## config.mk

```make
export PLATFORM = sky130hd
export DESIGN_NAME = modbus_rtu_request_framer_core
export DESIGN_NICKNAME = d
export VERILOG_FILES = /design/src/design/mbrf_pkg.sv /design/src/design/mbrf_front.sv /design/src/design/mbrf_queue.sv /design/src/design/mbrf_back.sv /design/src/design/modbus_rtu_request_framer_core.sv
export SDC_FILE = /design/constraint.sdc
export NUM_CORES = 1
export LEC_CHECK = 0
export ABC_AREA = 1
export BUFFER_PORTS_ARGS = -buffer_cell sky130_fd_sc_hd__buf_4
export CORE_MARGIN = 4
export CORE_UTILIZATION = 50
export CTS_CLUSTER_DIAMETER = 80
export DETAILED_ROUTE_END_ITERATION = 8
export PLACE_DENSITY = 0.68
export SLEW_MARGIN = 20
export SYNTH_ARGS = -nofsm -noshare
export SYNTH_HDL_FRONTEND = slang
export SYNTH_HIERARCHICAL = 1
export SYNTH_SLANG_ARGS = --single-unit
```

## constraint.sdc

```tcl
create_clock -name clk_i -period 4.7 [get_ports clk_i]
set_input_delay 0.705 -clock clk_i [delete_from_list [all_inputs] [get_ports clk_i]]
set_output_delay 0.705 -clock clk_i [all_outputs]
set_load 0.005 [all_outputs]
```

## src/design/mbrf_pkg.sv

```systemverilog
`default_nettype none

package mbrf_pkg;

  // Frame geometry
  localparam int unsigned FrameLen = 8;
  localparam int unsigned BodyLen  = 6;
  localparam int unsigned IdxW     = $clog2(FrameLen);

  // Defaults
  localparam int unsigned DefQueueDepth = 2;
  localparam logic [7:0]  DevAddrReset  = 8'h01;

  // CRC-16/Modbus
  localparam logic [15:0] CrcSeed = 16'hFFFF;
  localparam logic [15:0] CrcPoly = 16'hA001;

  // Function codes
  localparam logic [7:0] FcReadHolding = 8'h03;
  localparam logic [7:0] FcReadInput   = 8'h04;
  localparam logic [7:0] FcWriteSingle = 8'h06;

  // Byte positions in the frame
  localparam logic [IdxW-1:0] PosDev    = IdxW'(0);
  localparam logic [IdxW-1:0] PosFc     = IdxW'(1);
  localparam logic [IdxW-1:0] PosAddrHi = IdxW'(2);
  localparam logic [IdxW-1:0] PosAddrLo = IdxW'(3);
  localparam logic [IdxW-1:0] PosDataHi = IdxW'(4);
  localparam logic [IdxW-1:0] PosDataLo = IdxW'(5);
  localparam logic [IdxW-1:0] PosCrcLo  = IdxW'(6);
  localparam logic [IdxW-1:0] PosCrcHi  = IdxW'(7);

  typedef enum logic [1:0] {
    ActReadHolding = 2'd0,
    ActReadInput   = 2'd1,
    ActWriteSingle = 2'd2
  } action_e;

  // One classified request waiting for the back end
  typedef struct packed {
    logic [7:0]  dev;
    logic [7:0]  fc;
    logic [15:0] addr;
    logic [15:0] data;
  } mbrf_entry_t;

  // Fold one byte into the running CRC, bit by bit
  function automatic logic [15:0] crc_byte(input logic [15:0] crc_in, input logic [7:0] b);
    logic [15:0] c;
    c = crc_in ^ {8'h00, b};
    for (int i = 0; i < 8; i++) begin
      if (c[0]) c = (c >> 1) ^ CrcPoly;
      else      c = c >> 1;
    end
    return c;
  endfunction

endpackage

`default_nettype wire

```

## src/design/mbrf_front.sv

```systemverilog
`default_nettype none

module mbrf_front (
  input  wire logic               clk_i,
  input  wire logic               rst_ni,
  input  wire logic               cfg_we_i,
  input  wire logic [7:0]         cfg_wdata_i,
  input  wire logic               start_i,
  input  wire logic               full_i,
  input  wire logic [1:0]         action_i,
  input  wire logic [15:0]        register_address_i,
  input  wire logic [15:0]        payload_i,
  output logic                    busy_o,
  output logic                    push_o,
  output mbrf_pkg::mbrf_entry_t   entry_o
);
  import mbrf_pkg::*;

  logic [7:0] dev_q, dev_d;
  logic       act_ok;

  // Slave address register
  always_comb begin
    dev_d = dev_q;
    if (cfg_we_i) dev_d = cfg_wdata_i;
  end

  always_ff @(posedge clk_i or negedge rst_ni) begin
    if (!rst_ni) begin
      dev_q <= DevAddrReset;
    end else begin
      dev_q <= dev_d;
    end
  end

  // Classify the request; unknown actions are dropped
  always_comb begin
    act_ok        = 1'b1;
    entry_o.dev   = dev_q;
    entry_o.addr  = register_address_i;
    entry_o.fc    = FcReadHolding;
    entry_o.data  = {8'h00, payload_i[7:0]};
    unique case (action_i)
      ActReadHolding: entry_o.fc = FcReadHolding;
      ActReadInput:   entry_o.fc = FcReadInput;
      ActWriteSingle: begin
        entry_o.fc   = FcWriteSingle;
        entry_o.data = payload_i;
      end
      default:        act_ok = 1'b0;
    endcase
  end

  assign busy_o = full_i;
  assign push_o = start_i && !full_i && act_ok;

endmodule

`default_nettype wire

```

## src/design/mbrf_queue.sv

```systemverilog
`default_nettype none

module mbrf_queue #(
  parameter int unsigned Depth = mbrf_pkg::DefQueueDepth
) (
  input  wire logic                    clk_i,
  input  wire logic                    rst_ni,
  input  wire logic                    push_i,
  input  wire mbrf_pkg::mbrf_entry_t   entry_i,
  input  wire logic                    pop_i,
  output mbrf_pkg::mbrf_entry_t        head_o,
  output logic                         empty_o,
  output logic                         full_o
);
  import mbrf_pkg::*;

  localparam int unsigned PtrW = (Depth > 1) ? $clog2(Depth) : 1;
  localparam int unsigned CntW = $clog2(Depth + 1);

  mbrf_entry_t         mem_q [Depth];
  logic [PtrW-1:0]     wr_ptr_q, wr_ptr_d, rd_ptr_q, rd_ptr_d;
  logic [CntW-1:0]     cnt_q, cnt_d;
  logic                do_push, do_pop;

  assign empty_o = (cnt_q == CntW'(0));
  assign full_o  = (cnt_q == CntW'(Depth));
  assign head_o  = mem_q[rd_ptr_q];
  assign do_push = push_i && !full_o;
  assign do_pop  = pop_i && !empty_o;

  // Pointer and fill count
  always_comb begin
    wr_ptr_d = wr_ptr_q;
    rd_ptr_d = rd_ptr_q;
    cnt_d    = cnt_q;
    if (do_push) begin
      wr_ptr_d = (wr_ptr_q == PtrW'(Depth - 1)) ? PtrW'(0) : wr_ptr_q + PtrW'(1);
    end
    if (do_pop) begin
      rd_ptr_d = (rd_ptr_q == PtrW'(Depth - 1)) ? PtrW'(0) : rd_ptr_q + PtrW'(1);
    end
    if (do_push && !do_pop) cnt_d = cnt_q + CntW'(1);
    else if (!do_push && do_pop) cnt_d = cnt_q - CntW'(1);
  end

  always_ff @(posedge clk_i or negedge rst_ni) begin
    if (!rst_ni) begin
      wr_ptr_q <= '0;
      rd_ptr_q <= '0;
      cnt_q    <= '0;
    end else begin
      wr_ptr_q <= wr_ptr_d;
      rd_ptr_q <= rd_ptr_d;
      cnt_q    <= cnt_d;
    end
  end

  // Entry storage
  always_ff @(posedge clk_i) begin
    if (do_push) mem_q[wr_ptr_q] <= entry_i;
  end

endmodule

`default_nettype wire

```

## src/design/mbrf_back.sv

```systemverilog
`default_nettype none

module mbrf_back (
  input  wire logic                    clk_i,
  input  wire logic                    rst_ni,
  input  wire mbrf_pkg::mbrf_entry_t   head_i,
  input  wire logic                    empty_i,
  output logic                         pop_o,
  output logic [7:0]                   frame_byte_o,
  output logic                         last_byte_o,
  output logic                         byte_valid_o
);
  import mbrf_pkg::*;

  localparam logic StIdle = 1'b0;
  localparam logic StSend = 1'b1;

  logic              state_q, state_d;
  logic [IdxW-1:0]   idx_q, idx_d;
  mbrf_entry_t       cur_q, cur_d;
  logic [15:0]       crc_q, crc_d;
  logic [7:0]        byte_d, byte_q;
  logic              valid_d, valid_q, last_d, last_q;
  logic [7:0]        cur_byte;
  logic [15:0]       crc_in;
  logic              frame_done;

  // Byte for the current position
  always_comb begin
    unique case (idx_q)
      PosDev:    cur_byte = cur_q.dev;
      PosFc:     cur_byte = cur_q.fc;
      PosAddrHi: cur_byte = cur_q.addr[15:8];
      PosAddrLo: cur_byte = cur_q.addr[7:0];
      PosDataHi: cur_byte = cur_q.data[15:8];
      PosDataLo: cur_byte = cur_q.data[7:0];
      PosCrcLo:  cur_byte = crc_q[7:0];
      PosCrcHi:  cur_byte = crc_q[15:8];
      default:   cur_byte = 8'h00;
    endcase
  end

  assign crc_in     = (idx_q == PosDev) ? CrcSeed : crc_q;
  assign frame_done = (state_q == StSend) && (idx_q == PosCrcHi);
  assign pop_o      = ((state_q == StIdle) || frame_done) && !empty_i;

  // Sequencer: one frame byte per cycle, next entry taken on the last byte
  always_comb begin
    state_d = state_q;
    idx_d   = idx_q;
    cur_d   = cur_q;
    crc_d   = crc_q;
    byte_d  = cur_byte;
    valid_d = 1'b0;
    last_d  = 1'b0;
    unique case (state_q)
      StIdle: begin
        if (!empty_i) begin
          state_d = StSend;
          idx_d   = PosDev;
          cur_d   = head_i;
        end
      end
      StSend: begin
        valid_d = 1'b1;
        last_d  = frame_done;
        if (idx_q < PosCrcLo) crc_d = crc_byte(crc_in, cur_byte);
        if (frame_done) begin
          idx_d = PosDev;
          if (empty_i) begin
            state_d = StIdle;
          end else begin
            cur_d = head_i;
          end
        end else begin
          idx_d = idx_q + IdxW'(1);
        end
      end
      default: state_d = StIdle;
    endcase
  end

  always_ff @(posedge clk_i or negedge rst_ni) begin
    if (!rst_ni) begin
      state_q <= StIdle;
      idx_q   <= '0;
      valid_q <= 1'b0;
      last_q  <= 1'b0;
    end else begin
      state_q <= state_d;
      idx_q   <= idx_d;
      valid_q <= valid_d;
      last_q  <= last_d;
    end
  end

  always_ff @(posedge clk_i) begin
    cur_q  <= cur_d;
    crc_q  <= crc_d;
    byte_q <= byte_d;
  end

  assign frame_byte_o = byte_q;
  assign last_byte_o  = last_q;
  assign byte_valid_o = valid_q;

endmodule

`default_nettype wire

```

## src/design/modbus_rtu_request_framer_core.sv

```systemverilog
// Channel   | Ports                                          | Handshake
// ----------+------------------------------------------------+---------------------------
// request   | action_i, register_address_i, payload_i        | start_i && !busy_o
// frame     | frame_byte_o, last_byte_o                      | byte_valid_o, one cycle
// config    | cfg_wdata_i (slave address)                    | cfg_we_i
//
// A request yields eight frame bytes, one per cycle; the queue, the sequencer state and
// the output registers lie between acceptance and the first byte. The byte sequencer sets
// the rate, with a two-entry queue in front so a new request is taken while a frame goes out.
// The CRC is folded in one byte per cycle as the body bytes leave.
// Reset clears the queue and sequencer and sets the slave address to 1.
// The receiver cannot stall; busy_o is high only while the queue is full.
`default_nettype none

module modbus_rtu_request_framer_core #(
  parameter int unsigned QueueDepth = mbrf_pkg::DefQueueDepth
) (
  input  wire logic        clk_i,
  input  wire logic        rst_ni,
  input  wire logic        cfg_we_i,
  input  wire logic [7:0]  cfg_wdata_i,
  input  wire logic        start_i,
  output logic             busy_o,
  input  wire logic [1:0]  action_i,
  input  wire logic [15:0] register_address_i,
  input  wire logic [15:0] payload_i,
  output logic             byte_valid_o,
  output logic [7:0]       frame_byte_o,
  output logic             last_byte_o
);
  import mbrf_pkg::*;

  mbrf_entry_t push_entry, head_entry;
  logic        push, pop, empty, full;

  mbrf_front u_front (
    .clk_i              (clk_i),
    .rst_ni             (rst_ni),
    .cfg_we_i           (cfg_we_i),
    .cfg_wdata_i        (cfg_wdata_i),
    .start_i            (start_i),
    .full_i             (full),
    .action_i           (action_i),
    .register_address_i (register_address_i),
    .payload_i          (payload_i),
    .busy_o             (busy_o),
    .push_o             (push),
    .entry_o            (push_entry)
  );

  mbrf_queue #(
    .Depth (QueueDepth)
  ) u_queue (
    .clk_i   (clk_i),
    .rst_ni  (rst_ni),
    .push_i  (push),
    .entry_i (push_entry),
    .pop_i   (pop),
    .head_o  (head_entry),
    .empty_o (empty),
    .full_o  (full)
  );

  mbrf_back u_back (
    .clk_i        (clk_i),
    .rst_ni       (rst_ni),
    .head_i       (head_entry),
    .empty_i      (empty),
    .pop_o        (pop),
    .frame_byte_o (frame_byte_o),
    .last_byte_o  (last_byte_o),
    .byte_valid_o (byte_valid_o)
  );

endmodule

`default_nettype wire

```

==> insert_results.sql, run 1 <==
INSERT INTO impl_metrics (metric_group, metric, value, unit) VALUES
('status', 'outcome', 'complete, no violations', ''),
('power_and_ir_drop', 'total_leakage_power', '3.82', 'nW'),
('grt', 'grt_start_max_net_pins', '50', ''),
('setup_path', 'worstPathRequired', '4.87', 'ns'),
('synth', 'syn_avg_cell_area', '11.4', 'um2'),
('clock_network', 'post_cts.repair.setup_buffers', '0', ''),
('setup_path', 'ff2ff_path_depth', '18', ''),
('placed_design', 'place_congestion', '0.954', ''),
('setup_path', 'critical_path_buf_inv_count', '1', ''),
('clock_network', 'clk_root_buffer_cell', 'sky130_fd_sc_hd__clkbuf_16', ''),
('clock_network', 'cts-buffers-inserted', '17', ''),
('drt', 'initialDrtViolationCount', '317', ''),
('setup_path', 'crit_type', 'reg -> reg', ''),
('power_and_ir_drop', 'ir_drop', '0.509', 'mV'),
('timing', 'final_count_of_pins_violating_max_slew', '0', ''),
('cells_and_area', 'seq_area', '5420', 'um2'),
('timing', 'grt_setup_unrepaired', 'no', ''),
('drt', 'post_detailed_route_via_to_cell_ratio', '5.01', ''),
('timing', 'holdWs', '0.153', 'ns'),
('power_and_ir_drop', 'powerDensity', '816', 'nW/um2'),
('floorplan', 'core_area', '15400', 'um2'),
('min_path', 'holdCritPathClass', 'in -> async', ''),
('drt', 'detail-route-antenna-nets', '0', ''),
('cells_and_area', 'fin_cells', '953', ''),
('cells_and_area', 'finish.net_count', '785', ''),
('floorplan', 'fp.dieH', '134', 'um'),
('clock_network', 'clock_path_buffers', '2', ''),
('drt', 'wl_per_cell', '16.1', 'um'),
('timing', 'final_period_minus_worst_setup_slack', '3.46', 'ns'),
('floorplan', 'initial_core_util', '51.7', '%'),
('setup_path', 'crit_path_cell_trace', 'inv_4, ha_1, nand2_1, nand2_1, nor2_2, nand3_1, nand2_1, nand2_1, nand3_1, nand2_1, nand2_1, nand3_2, nand3_1, nand3_2, nand3_1, nand3_2, nand3_1, nand2_1', ''),
('drt', 'post-route-drc-count', '0', ''),
('synth', 'synthCells', '697', ''),
('synth', 'synth_seq_cells', '186', ''),
('setup_path', 'cp-end-kind', 'register', ''),
('grt', 'initial_antenna_violation_count', '0', ''),
('setup_path', 'critical_path.max_stage_delay', '0.83', 'ns'),
('timing', 'max_slew.worst_pin.slew', '1.03', 'ns'),
('clock_network', 'clock_tree.htree_level_count', '4', ''),
('synth', 'synth.distinct_cells', '40', ''),
('clock_network', 'clk_transition_reported_paths', '0.06', 'ns'),
('cells_and_area', 'multi_input_comb_area', '2010', 'um2'),
('job', 'cap_viol_max_count', '0', ''),
('setup_path', 'critical_path_arrival', '3.63', 'ns'),
('floorplan', 'design.portCount', '57', ''),
('setup_path', 'slowest_stage', 'sky130_fd_sc_hd__dfrtp_1', ''),
('floorplan', 'dieWidth', '134', 'um'),
('placed_design', 'port_buffers', '56', ''),
('drt', 'detail_route.wirelength', '15400', 'um'),
('setup_path', 'critical_path_cell_count', '18', ''),
('placed_design', 'post-dp-hpwl', '10700', 'um'),
('timing', 'period_share', '73.6', '%'),
('timing', 'finalSetupTns', '0', 'ns'),
('drt', 'via_count', '4777', ''),
('placed_design', 'placed_cells', '921', ''),
('setup_path', 'crit_path_max_fanout', '19', ''),
('synth', 'sequential_fraction_of_the_synthesis_area', '67.9', '%'),
('clock_network', 'clkLatencyLatePin', '0.42', 'ns'),
('setup_path', 'setup.worst_path.start', 'u_back/idx_q[2]$_DFFE_PN0P_', ''),
('synth', 'post_synth_instance_area', '7980', 'um2'),
('timing', 'slew-limit-headroom', '31.7', '%'),
('clock_network', 'cts_tree', 'built', ''),
('timing', 'worst_skew', '0.00707', 'ns'),
('cells_and_area', 'layout_filler_cell_count', '1298', ''),
('setup_path', 'crit_path_start_kind', 'register', ''),
('floorplan', 'die-area', '18000', 'um2'),
('clock_network', 'cts.repair.resized', '0', ''),
('cells_and_area', 'antennaDiodeCount', '0', ''),
('cells_and_area', 'syn2layout_area_growth', '11.9', '%'),
('timing', 'fmax_achieved', '0.289', 'GHz'),
('timing', 'finalHoldViolCount', '0', '');
## report_power, final
group          internal (W)  switching, W  leakage, nW  total [W]
logic               0.00103       0.00209         1.78    0.00312
clock network      0.000831      0.000581        0.278    0.00141
registers           0.00254      0.000214         1.77    0.00275
## worst register-to-register path, cell delays in order (launching register included)
cell and delay [ns]:
sky130_fd_sc_hd__dfrtp_1 0.83, sky130_fd_sc_hd__inv_4 0.14, sky130_fd_sc_hd__ha_1 0.40, sky130_fd_sc_hd__nand2_1 0.13, sky130_fd_sc_hd__nand2_1 0.07, sky130_fd_sc_hd__nor2_2 0.15
sky130_fd_sc_hd__nand3_1 0.18, sky130_fd_sc_hd__nand2_1 0.10, sky130_fd_sc_hd__nand2_1 0.11, sky130_fd_sc_hd__nand3_1 0.12, sky130_fd_sc_hd__nand2_1 0.08, sky130_fd_sc_hd__nand2_1 0.11
sky130_fd_sc_hd__nand3_2 0.10, sky130_fd_sc_hd__nand3_1 0.11, sky130_fd_sc_hd__nand3_2 0.11, sky130_fd_sc_hd__nand3_1 0.18, sky130_fd_sc_hd__nand3_2 0.13, sky130_fd_sc_hd__nand3_1 0.11
sky130_fd_sc_hd__nand2_1 0.06
## placed cells by master, fill, tap and decap left out, types with 2 or more instances in the layout
master                       instances
sky130_fd_sc_hd__clkbuf_1            2
sky130_fd_sc_hd__nand3b_1            5
sky130_fd_sc_hd__bufinv_16           3
sky130_fd_sc_hd__buf_4              59
sky130_fd_sc_hd__xor2_1              9
sky130_fd_sc_hd__nand3_2             5
sky130_fd_sc_hd__nor2_2              3
sky130_fd_sc_hd__or2_2               7
sky130_fd_sc_hd__nand2_4             3
sky130_fd_sc_hd__nand2_2            10
sky130_fd_sc_hd__conb_1              5
sky130_fd_sc_hd__nand3_1            40
sky130_fd_sc_hd__a21oi_1             2
sky130_fd_sc_hd__nand2_1           256
sky130_fd_sc_hd__clkinvlp_4          3
sky130_fd_sc_hd__nor2_4              4
sky130_fd_sc_hd__nand4_1             6
sky130_fd_sc_hd__nor2_1             19
sky130_fd_sc_hd__a211oi_1            4
sky130_fd_sc_hd__dfxtp_1             8
sky130_fd_sc_hd__dfrtp_1            17
sky130_fd_sc_hd__ha_1               10
sky130_fd_sc_hd__inv_2               9
sky130_fd_sc_hd__o21ai_0            10
sky130_fd_sc_hd__clkinv_2            4
sky130_fd_sc_hd__inv_1              43
sky130_fd_sc_hd__clkinv_4            2
sky130_fd_sc_hd__edfxtp_1          160
sky130_fd_sc_hd__clkinv_1            2
sky130_fd_sc_hd__clkbuf_16          17
## area by class of cell
type                    count  share of cell area, %
repair buffers             59                   4.96
clock buffers              19                   4.85
well taps                 211                   2.96
clock inverters            13                   1.71
flip-flops and latches    186                   60.6
multi-input cells         410                   22.5
inverters                  55                   2.44
## Yosys cell counts
cell / n / share of area [%]
sky130_fd_sc_hd__nand2_1: 256 / 12
sky130_fd_sc_hd__edfxtp_1: 160 / 60
sky130_fd_sc_hd__inv_1: 44 / 2.1
sky130_fd_sc_hd__nand3_1: 40 / 2.5
sky130_fd_sc_hd__buf_4: 33 / 3.1
sky130_fd_sc_hd__nor2_1: 21 / 0.99
sky130_fd_sc_hd__dfrtp_1: 17 / 5.3
sky130_fd_sc_hd__ha_1: 10 / 1.6
sky130_fd_sc_hd__nand2_2: 10 / 0.78
sky130_fd_sc_hd__o21ai_0: 10 / 0.63
sky130_fd_sc_hd__buf_2: 9 / 0.56
sky130_fd_sc_hd__inv_2: 9 / 0.42
sky130_fd_sc_hd__xor2_1: 9 / 0.99
sky130_fd_sc_hd__dfxtp_1: 8 / 2.0
sky130_fd_sc_hd__buf_6: 7 / 0.99
sky130_fd_sc_hd__or2_2: 7 / 0.55
sky130_fd_sc_hd__nand4_1: 6 / 0.47
sky130_fd_sc_hd__nand3_2: 5 / 0.63
sky130_fd_sc_hd__nand3b_1: 5 / 0.47
sky130_fd_sc_hd__a211oi_1: 4 / 0.38
sky130_fd_sc_hd__a21oi_1: 3 / 0.19
sky130_fd_sc_hd__nand2_4: 3 / 0.42
sky130_fd_sc_hd__nor2_2: 3 / 0.24
sky130_fd_sc_hd__nor2_4: 2 / 0.28
sky130_fd_sc_hd__a221oi_1: 1 / 0.11
sky130_fd_sc_hd__a32o_1: 1 / 0.13
sky130_fd_sc_hd__buf_1: 1 / 0.047
sky130_fd_sc_hd__conb_1: 1 / 0.047
sky130_fd_sc_hd__dfstp_2: 1 / 0.33
sky130_fd_sc_hd__inv_4: 1 / 0.078
sky130_fd_sc_hd__inv_8: 1 / 0.14
sky130_fd_sc_hd__nand3_4: 1 / 0.22
sky130_fd_sc_hd__nand3b_2: 1 / 0.14
sky130_fd_sc_hd__nor2_8: 1 / 0.25
sky130_fd_sc_hd__o2111ai_1: 1 / 0.11
sky130_fd_sc_hd__o22ai_1: 1 / 0.078
sky130_fd_sc_hd__or2_1: 1 / 0.078
sky130_fd_sc_hd__or2_4: 1 / 0.11
sky130_fd_sc_hd__xnor2_1: 1 / 0.11
sky130_fd_sc_hd__xnor2_2: 1 / 0.20
## through the flow
step	area, um2	setup WS, ns	util [%]	total power (W)
4_1_cts	8930	1.31	57.9	0.00734
2_1_floorplan	8000	0.370	-	0.00512
5_1_grt	8930	0.956	57.9	0.00778
6_report	8930	1.24	57.9	0.00729
3_3_place_gp	8350	1.45	54.1	0.00579
3_5_place_dp	8350	1.33	54.1	0.00591
## state kept, by name, indices dropped and copies added (netlist names)
| signal | cells |
|---|---|
| u_back/byte_valid_o | 1 |
| u_back/crc_q | 16 |
| u_back/frame_byte_o | 8 |
| u_queue/cnt_q | 2 |
| u_queue/wr_ptr_q | 1 |
| u_back/state_q | 1 |
| u_front/dev_q | 8 |
| u_queue/mem_q | 96 |
| u_back/idx_q | 3 |
| u_back/last_byte_o | 1 |
| u_queue/rd_ptr_q | 1 |
| u_back/cur_q | 48 |
## logic make-up (layout without fill, tap and decap cells)
family | Yosys count | in the layout | synth area share [%]
flip-flops | 186 | 186 | 67.9
AND/OR/NAND/NOR | 363 | 363 | 20.2
adder cells (fa/ha/maj) | 10 | 10 | 1.57
AO/OA/AOI/OAI | 21 | 21 | 1.62
other | 1 | 5 | 0.0470
XOR/XNOR | 11 | 11 | 1.30
buffers and inverters | 105 | 146 | 7.42
## worst paths after layout
check / endpoint / slack, ns
max in group asynchronous: u_front/dev_q[0]$_DFFE_PN1P_ / 4.28
max reg2reg: u_back/crc_q[0]$_DFFE_PP_ / 1.24
max: u_back/crc_q[0]$_DFFE_PP_ / 1.24
min in group clk_i: u_queue/mem_q[1][1]$_DFFE_PP_ / 0.46
min reg2reg: u_front/dev_q[0]$_DFFE_PN1P_ / 0.47
min: u_front/dev_q[7]$_DFFE_PN0P_ / 0.15
## layer usage
layer  up-vias  GRT usage [%]  part of all wire, %
li1       2336              -                    -
met1      2311           23.9                   44
met2       110           29.5                   50
met3        20           3.38                  3.9
met4         0           6.62                  1.6
met5         -              0                    0
(Power assumes the default switching activity.)
==> run 2, diff against run 1 <==
Clock period 4.7 ns to 3.6 ns, I/O delays scaled along.
==> insert_results.sql, run 2 (same netlist as run 1, synthesis figures left out) <==
INSERT INTO impl_metrics (metric_group, metric, value, unit) VALUES
('status', 'outcome', 'complete, no violations', ''),
('clock_network', 'clk_root_buffer_cell', 'sky130_fd_sc_hd__clkbuf_16', ''),
('placed_design', 'port_buffers', '56', ''),
('clock_network', 'clk_transition_reported_paths', '0.07', 'ns'),
('drt', 'via_count', '4774', ''),
('timing', 'finalSetupTns', '0', 'ns'),
('drt', 'initialDrtViolationCount', '316', ''),
('drt', 'detail-route-antenna-nets', '0', ''),
('cells_and_area', 'fraction_of_layout_cells_with_a_size_suffix_above_1', '18.8', '%'),
('cells_and_area', 'syn2layout_area_growth', '12.1', '%'),
('floorplan', 'dieWidth', '134', 'um'),
('floorplan', 'initial_core_util', '51.7', '%'),
('drt', 'firstDrtPassIters', '6', ''),
('cells_and_area', 'layout.cells.most_common', 'sky130_fd_sc_hd__nand2_1', ''),
('setup_path', 'critical_path.max_stage_delay', '0.41', 'ns'),
('placed_design', 'place_congestion', '0.918', ''),
('cells_and_area', 'finish.net_count', '790', ''),
('timing', 'finalHoldViolCount', '0', ''),
('timing', 'max_slew.worst_pin.slew', '0.865', 'ns'),
('clock_network', 'cts_tree', 'built', ''),
('timing', 'period_share', '89.2', '%'),
('setup_path', 'setup.worst_path.start', 'u_back/idx_q[0]$_DFFE_PN0P_', ''),
('grt', 'grt_overflow', '0', ''),
('drt', 'post_detailed_route_via_to_cell_ratio', '4.99', ''),
('grt', 'grt_start_max_net_pins', '50', ''),
('grt', 'initial_antenna_violation_count', '0', ''),
('timing', 'holdWs', '0.300', 'ns'),
('min_path', 'hp-start', 'payload_i[1]', ''),
('min_path', 'holdCritPathClass', 'in -> reg', ''),
('clock_network', 'clock_path_buffers', '2', ''),
('power_and_ir_drop', 'ir_drop', '0.648', 'mV'),
('drt', 'detail_route.wirelength', '14800', 'um'),
('cells_and_area', 'postLayoutCoreUtil', '58.0', '%'),
('timing', 'final_count_of_pins_violating_max_slew', '0', ''),
('cells_and_area', 'antennaDiodeCount', '0', ''),
('cells_and_area', 'largest_register', 'u_queue/mem_q', ''),
('cells_and_area', 'biggestRegsByFlops', 'u_queue/mem_q (96), u_back/cur_q (48), u_back/crc_q (16)', ''),
('placed_design', 'post-dp-hpwl', '10300', 'um'),
('setup_path', 'cp-end-kind', 'register', ''),
('job', 'cap_viol_max_count', '0', ''),
('timing', 'fmax_achieved', '0.311', 'GHz'),
('power_and_ir_drop', 'total_leakage_power', '3.84', 'nW'),
('clock_network', 'clkLatencyLatePin', '0.42', 'ns'),
('drt', 'post-route-drc-count', '0', ''),
('setup_path', 'crit_path_start_kind', 'register', ''),
('drt', 'wl_per_cell', '15.5', 'um'),
('setup_path', 'slowest_stage', 'sky130_fd_sc_hd__dfrtp_1', ''),
('clock_network', 'cts_sinks', '186', ''),
('setup_path', 'crit_path_max_fanout', '11', ''),
('grt', 'grt_pass1_vias', '4720', ''),
('setup_path', 'critical_path_buf_inv_count', '0', ''),
('timing', 'final_period_minus_worst_setup_slack', '3.21', 'ns'),
('cells_and_area', 'layout.cells.most_common_list', '256 x sky130_fd_sc_hd__nand2_1, 160 x sky130_fd_sc_hd__edfxtp_1, 63 x sky130_fd_sc_hd__buf_4', ''),
('floorplan', 'design.portCount', '57', ''),
('power_and_ir_drop', 'powerDensity', '1050', 'nW/um2'),
('setup_path', 'worstPathRequired', '3.78', 'ns'),
('clock_network', 'clock_tree.htree_level_count', '4', ''),
('setup_path', 'critical_path_arrival', '3.39', 'ns'),
('floorplan', 'fp.dieH', '134', 'um'),
('setup_path', 'path_delay_family', 'simple AND/OR/NAND/NOR gates', ''),
('timing', 'grt_setup_unrepaired', 'no', ''),
('clock_network', 'cts-buffers-inserted', '17', ''),
('setup_path', 'timing.rr.start', 'u_back/idx_q[0]$_DFFE_PN0P_', ''),
('grt', 'track_usage', '17.2', '%'),
('grt', 'grt_first_pass_wirelength', '23700', 'um'),
('setup_path', 'critical-path-top-cell-by-count', 'sky130_fd_sc_hd__nand2_1', ''),
('cells_and_area', 'max_reg_flops', '96', ''),
('floorplan', 'core.rowCount', '45', ''),
('floorplan', 'core_area', '15400', 'um2'),
('timing', 'worst_skew', '0.0121', 'ns'),
('timing', 'report.final.setup_viol', '0', ''),
('setup_path', 'crit_path_cell_trace', 'ha_1, ha_1, nor2_4, nand2_1, nor2_2, nor2_1, nand2_1, nand3_2, nand2_4, nand2_1, nand2_2, nand2_2, nand3_1, nand3_1, nand3_2, nand2_2, nand2_1, nand3_1, nand3_1, nand2_1', ''),
('timing', 'slew-limit-headroom', '42.2', '%'),
('setup_path', 'crit_type', 'reg -> reg', ''),
('floorplan', 'die-area', '18000', 'um2');
-- run 2: cell count changes in the layout (fill, tap and decap cells not counted), sizes merged, moves of 2 or more --
| cell | change |
|---|---|
| buf | +4 |
| clkinvlp | -3 |
| inv | +6 |
| bufinv | -2 |
-- run 2: timing repair --
action                     4_1_cts  5_1_grt
resized for setup                0        0
hold endpoints to repair        17        0
hold buffers                     1        0
buffers inserted                 0        0
setup endpoints to repair        0        0
-- run 2: power by group --
part / total [W] / internal, W / switching (W)
clock network: 0.00178 / 0.000969 / 0.000807
registers: 0.00357 / 0.00331 / 0.000258
logic: 0.00406 / 0.00137 / 0.00269
total: 0.00940 / 0.00565 / 0.00375
-- run 2: final timing paths --
kind	to	slack, ns	cells after the start
min in group asynchronous	u_back/last_byte_o$_DFF_PN0_	0.52	2
max in group asynchronous	u_front/dev_q[0]$_DFFE_PN1P_	2.82	2
min	u_queue/mem_q[0][1]$_DFFE_PP_	0.30	1
max	u_back/crc_q[0]$_DFFE_PP_	0.39	20
min reg2reg	u_front/dev_q[0]$_DFFE_PN1P_	0.47	2
max reg2reg	u_back/crc_q[0]$_DFFE_PP_	0.39	20
-- run 2: worst register-to-register path: cells and delay by family, from the launching register on --
kind / cells / cell delay, ns
adder cells (fa/ha/maj): 2 / 0.59
flip-flops: 1 / 0.41
AND/OR/NAND/NOR: 18 / 1.98
-- run 2: layout make-up --
cell class	count	area, um2
fillers	1264	6480
clock buffers	18	429
well taps	211	264
multi-input cells	410	2000
clock inverters	13	134
repair buffers	64	483
inverters	55	216
flip-flops and latches	186	5420
-- run 2: per-stage QoR --
step / setup slack, ns / cells / area (um2) / power [W]
floorplan: 0.175 / 701 / 8000 / 0.00668
global placement: 0.568 / 925 / 8370 / 0.00748
detailed placement: 0.449 / 925 / 8370 / 0.00767
CTS: 0.445 / 957 / 8940 / 0.00945
global route: 0.170 / 957 / 8940 / 0.0100
finish: 0.389 / 957 / 8940 / 0.00940
-- run 2: routing by layer --
layer	track usage [%]	vias to the layer above	share of wire [%]
met3	4.46	14	4.2
met4	5.03	0	1.4
met1	22.5	2307	45
met5	0	-	0
met2	28.4	102	49
li1	-	2351	-
==> run 3, diff against run 2 <==
Clock period 3.6 ns to 3.8 ns, I/O delays scaled along.
==> insert_results.sql, run 3 (same netlist as run 1, synthesis figures left out) <==
INSERT INTO impl_metrics (metric_group, metric, value, unit) VALUES
('floorplan', 'core_area', '15400', 'um2'),
('cells_and_area', 'postLayoutCoreUtil', '58.1', '%'),
('drt', 'initialDrtViolationCount', '342', ''),
('cells_and_area', 'biggestRegsByFlops', 'u_queue/mem_q (96), u_back/cur_q (48), u_back/crc_q (16)', ''),
('setup_path', 'critical-path-top-cell-by-count', 'sky130_fd_sc_hd__nand2_1', ''),
('timing', 'grt_setup_unrepaired', 'no', ''),
('setup_path', 'crit_path_start_kind', 'register', ''),
('timing', 'worst_skew', '0.00942', 'ns'),
('clock_network', 'post_cts.repair.setup_buffers', '0', ''),
('clock_network', 'post_cts_hold_buffer_count', '1', ''),
('placed_design', 'port_buffers', '56', ''),
('timing', 'max_slew.worst_pin.slew', '0.938', 'ns'),
('cells_and_area', 'antennaDiodeCount', '0', ''),
('grt', 'grt_start_max_net_pins', '50', ''),
('grt', 'track_usage', '17.7', '%'),
('timing', 'slew-limit-headroom', '37.5', '%'),
('clock_network', 'clk_transition_reported_paths', '0.07', 'ns'),
('clock_network', 'cts_tree', 'built', ''),
('min_path', 'holdCritPathClass', 'in -> reg', ''),
('clock_network', 'cts_sinks', '186', ''),
('status', 'outcome', 'complete, no violations', ''),
('drt', 'post-route-drc-count', '0', ''),
('cells_and_area', 'max_reg_flops', '96', ''),
('drt', 'post_detailed_route_via_to_cell_ratio', '5.11', ''),
('timing', 'final_period_minus_worst_setup_slack', '3.22', 'ns'),
('setup_path', 'critical_path_arrival', '3.40', 'ns'),
('setup_path', 'cp-end-kind', 'register', ''),
('setup_path', 'slowest_stage', 'sky130_fd_sc_hd__dfrtp_1', ''),
('floorplan', 'die-area', '18000', 'um2'),
('setup_path', 'crit_path_cell_trace', 'inv_4, ha_1, nand2_1, nand2_1, nor2_2, nand3_1, nand2_1, nand2_1, nand3_1, nand2_1, nand2_1, nand3_1, nand3_1, nand3_2, nand3_1, nand3_2, nand3_1, nand2_1', ''),
('grt', 'grt_overflow', '0', ''),
('job', 'cap_viol_max_count', '0', ''),
('setup_path', 'ff2ff_path_depth', '18', ''),
('drt', 'wl_per_cell', '16.0', 'um'),
('cells_and_area', 'largest_register', 'u_queue/mem_q', ''),
('clock_network', 'clock_tree.htree_level_count', '4', ''),
('clock_network', 'cts.repair.resized', '0', ''),
('setup_path', 'crit_type', 'reg -> reg', ''),
('drt', 'firstDrtPassIters', '5', ''),
('cells_and_area', 'syn2layout_area_growth', '12.3', '%'),
('placed_design', 'post-dp-hpwl', '10400', 'um'),
('floorplan', 'fp.dieH', '134', 'um'),
('setup_path', 'crit_path_max_fanout', '9', ''),
('cells_and_area', 'fraction_of_layout_cells_with_a_size_suffix_above_1', '19.2', '%'),
('floorplan', 'core.rowCount', '45', ''),
('placed_design', 'placement.cell_area', '8360', 'um2'),
('timing', 'fmax_achieved', '0.310', 'GHz'),
('setup_path', 'worstPathRequired', '3.98', 'ns'),
('grt', 'grt_pass1_vias', '4795', ''),
('timing', 'report.final.setup_viol', '0', ''),
('min_path', 'worstHoldPathCells', '1', ''),
('cells_and_area', 'final_cell_area', '8960', 'um2'),
('drt', 'detail_route.wirelength', '15300', 'um'),
('floorplan', 'initial_core_util', '51.7', '%'),
('drt', 'via_count', '4882', ''),
('grt', 'initial_antenna_violation_count', '0', ''),
('floorplan', 'dieWidth', '134', 'um'),
('cells_and_area', 'layout.cells.most_common', 'sky130_fd_sc_hd__nand2_1', ''),
('cells_and_area', 'layout.cells.most_common_list', '256 x sky130_fd_sc_hd__nand2_1, 160 x sky130_fd_sc_hd__edfxtp_1, 61 x sky130_fd_sc_hd__buf_4', ''),
('clock_network', 'clock_path_buffers', '2', ''),
('setup_path', 'critical_path.max_stage_delay', '0.55', 'ns'),
('clock_network', 'cts-buffers-inserted', '17', ''),
('timing', 'finalSetupTns', '0', 'ns'),
('drt', 'detail-route-antenna-nets', '0', ''),
('clock_network', 'clkLatencyLatePin', '0.43', 'ns'),
('timing', 'period_share', '84.8', '%'),
('timing', 'final_count_of_pins_violating_max_slew', '0', ''),
('timing', 'finalHoldViolCount', '0', ''),
('clock_network', 'clk_root_buffer_cell', 'sky130_fd_sc_hd__clkbuf_16', ''),
('cells_and_area', 'finish.net_count', '788', ''),
('grt', 'grt_first_pass_wirelength', '24400', 'um'),
('floorplan', 'design.portCount', '57', ''),
('placed_design', 'place_congestion', '0.938', '');
## run 3: per-layer routing
| layer | vias to the layer above | GRT usage [%] | part of all wire (%) |
|---|---|---|---|
| met5 | - | 0 | 0 |
| met4 | 0 | 7.30 | 2.1 |
| met3 | 27 | 3.90 | 4.4 |
| met2 | 126 | 29.2 | 50 |
| met1 | 2388 | 22.7 | 43 |
| li1 | 2341 | - | - |
## run 3: path summary, 6_finish.rpt
path | startpoint | to | slack (ns)
min reg2reg | u_back/state_q$_DFF_PN0_ | u_back/byte_valid_o$_DFF_PN0_ | 0.46
max reg2reg | u_back/idx_q[2]$_DFFE_PN0P_ | u_back/crc_q[13]$_DFFE_PP_ | 0.58
min in group asynchronous | rst_ni | u_back/state_q$_DFF_PN0_ | 0.57
min | payload_i[7] | u_queue/mem_q[1][7]$_DFFE_PP_ | 0.32
max in group asynchronous | rst_ni | u_front/dev_q[0]$_DFFE_PN1P_ | 2.97
max | u_back/idx_q[2]$_DFFE_PN0P_ | u_back/crc_q[13]$_DFFE_PP_ | 0.58
## run 3: metrics by stage
stage          worst slack [ns]  hold slack, ns  cells
5_1_grt                   0.259           0.306    956
4_1_cts                   0.641           0.304    956
3_5_place_dp              0.667           0.440    923
6_report                  0.579           0.324    956
3_3_place_gp              0.762           0.451    923
2_1_floorplan             0.345           0.274    701
## run 3: area by class of cell
cell class | count | area [um2]
clock buffers | 17 | 425
inverters | 55 | 216
multi-input cells | 410 | 2010
fillers | 1275 | 6470
flip-flops and latches | 186 | 5420
clock inverters | 15 | 164
repair buffers | 62 | 468
well taps | 211 | 264
## run 3: critical path, delay by kind of cell (launching register included)
| kind | cells | cell delay (ns) |
|---|---|---|
| flip-flops | 1 | 0.55 |
| adder cells (fa/ha/maj) | 1 | 0.39 |
| buffers and inverters | 1 | 0.12 |
| AND/OR/NAND/NOR | 16 | 1.92 |
Power of run 3 is left out: the tool's default activity adds up to more than one toggle a clock period on the data nets, which glitch-free logic cannot reach.
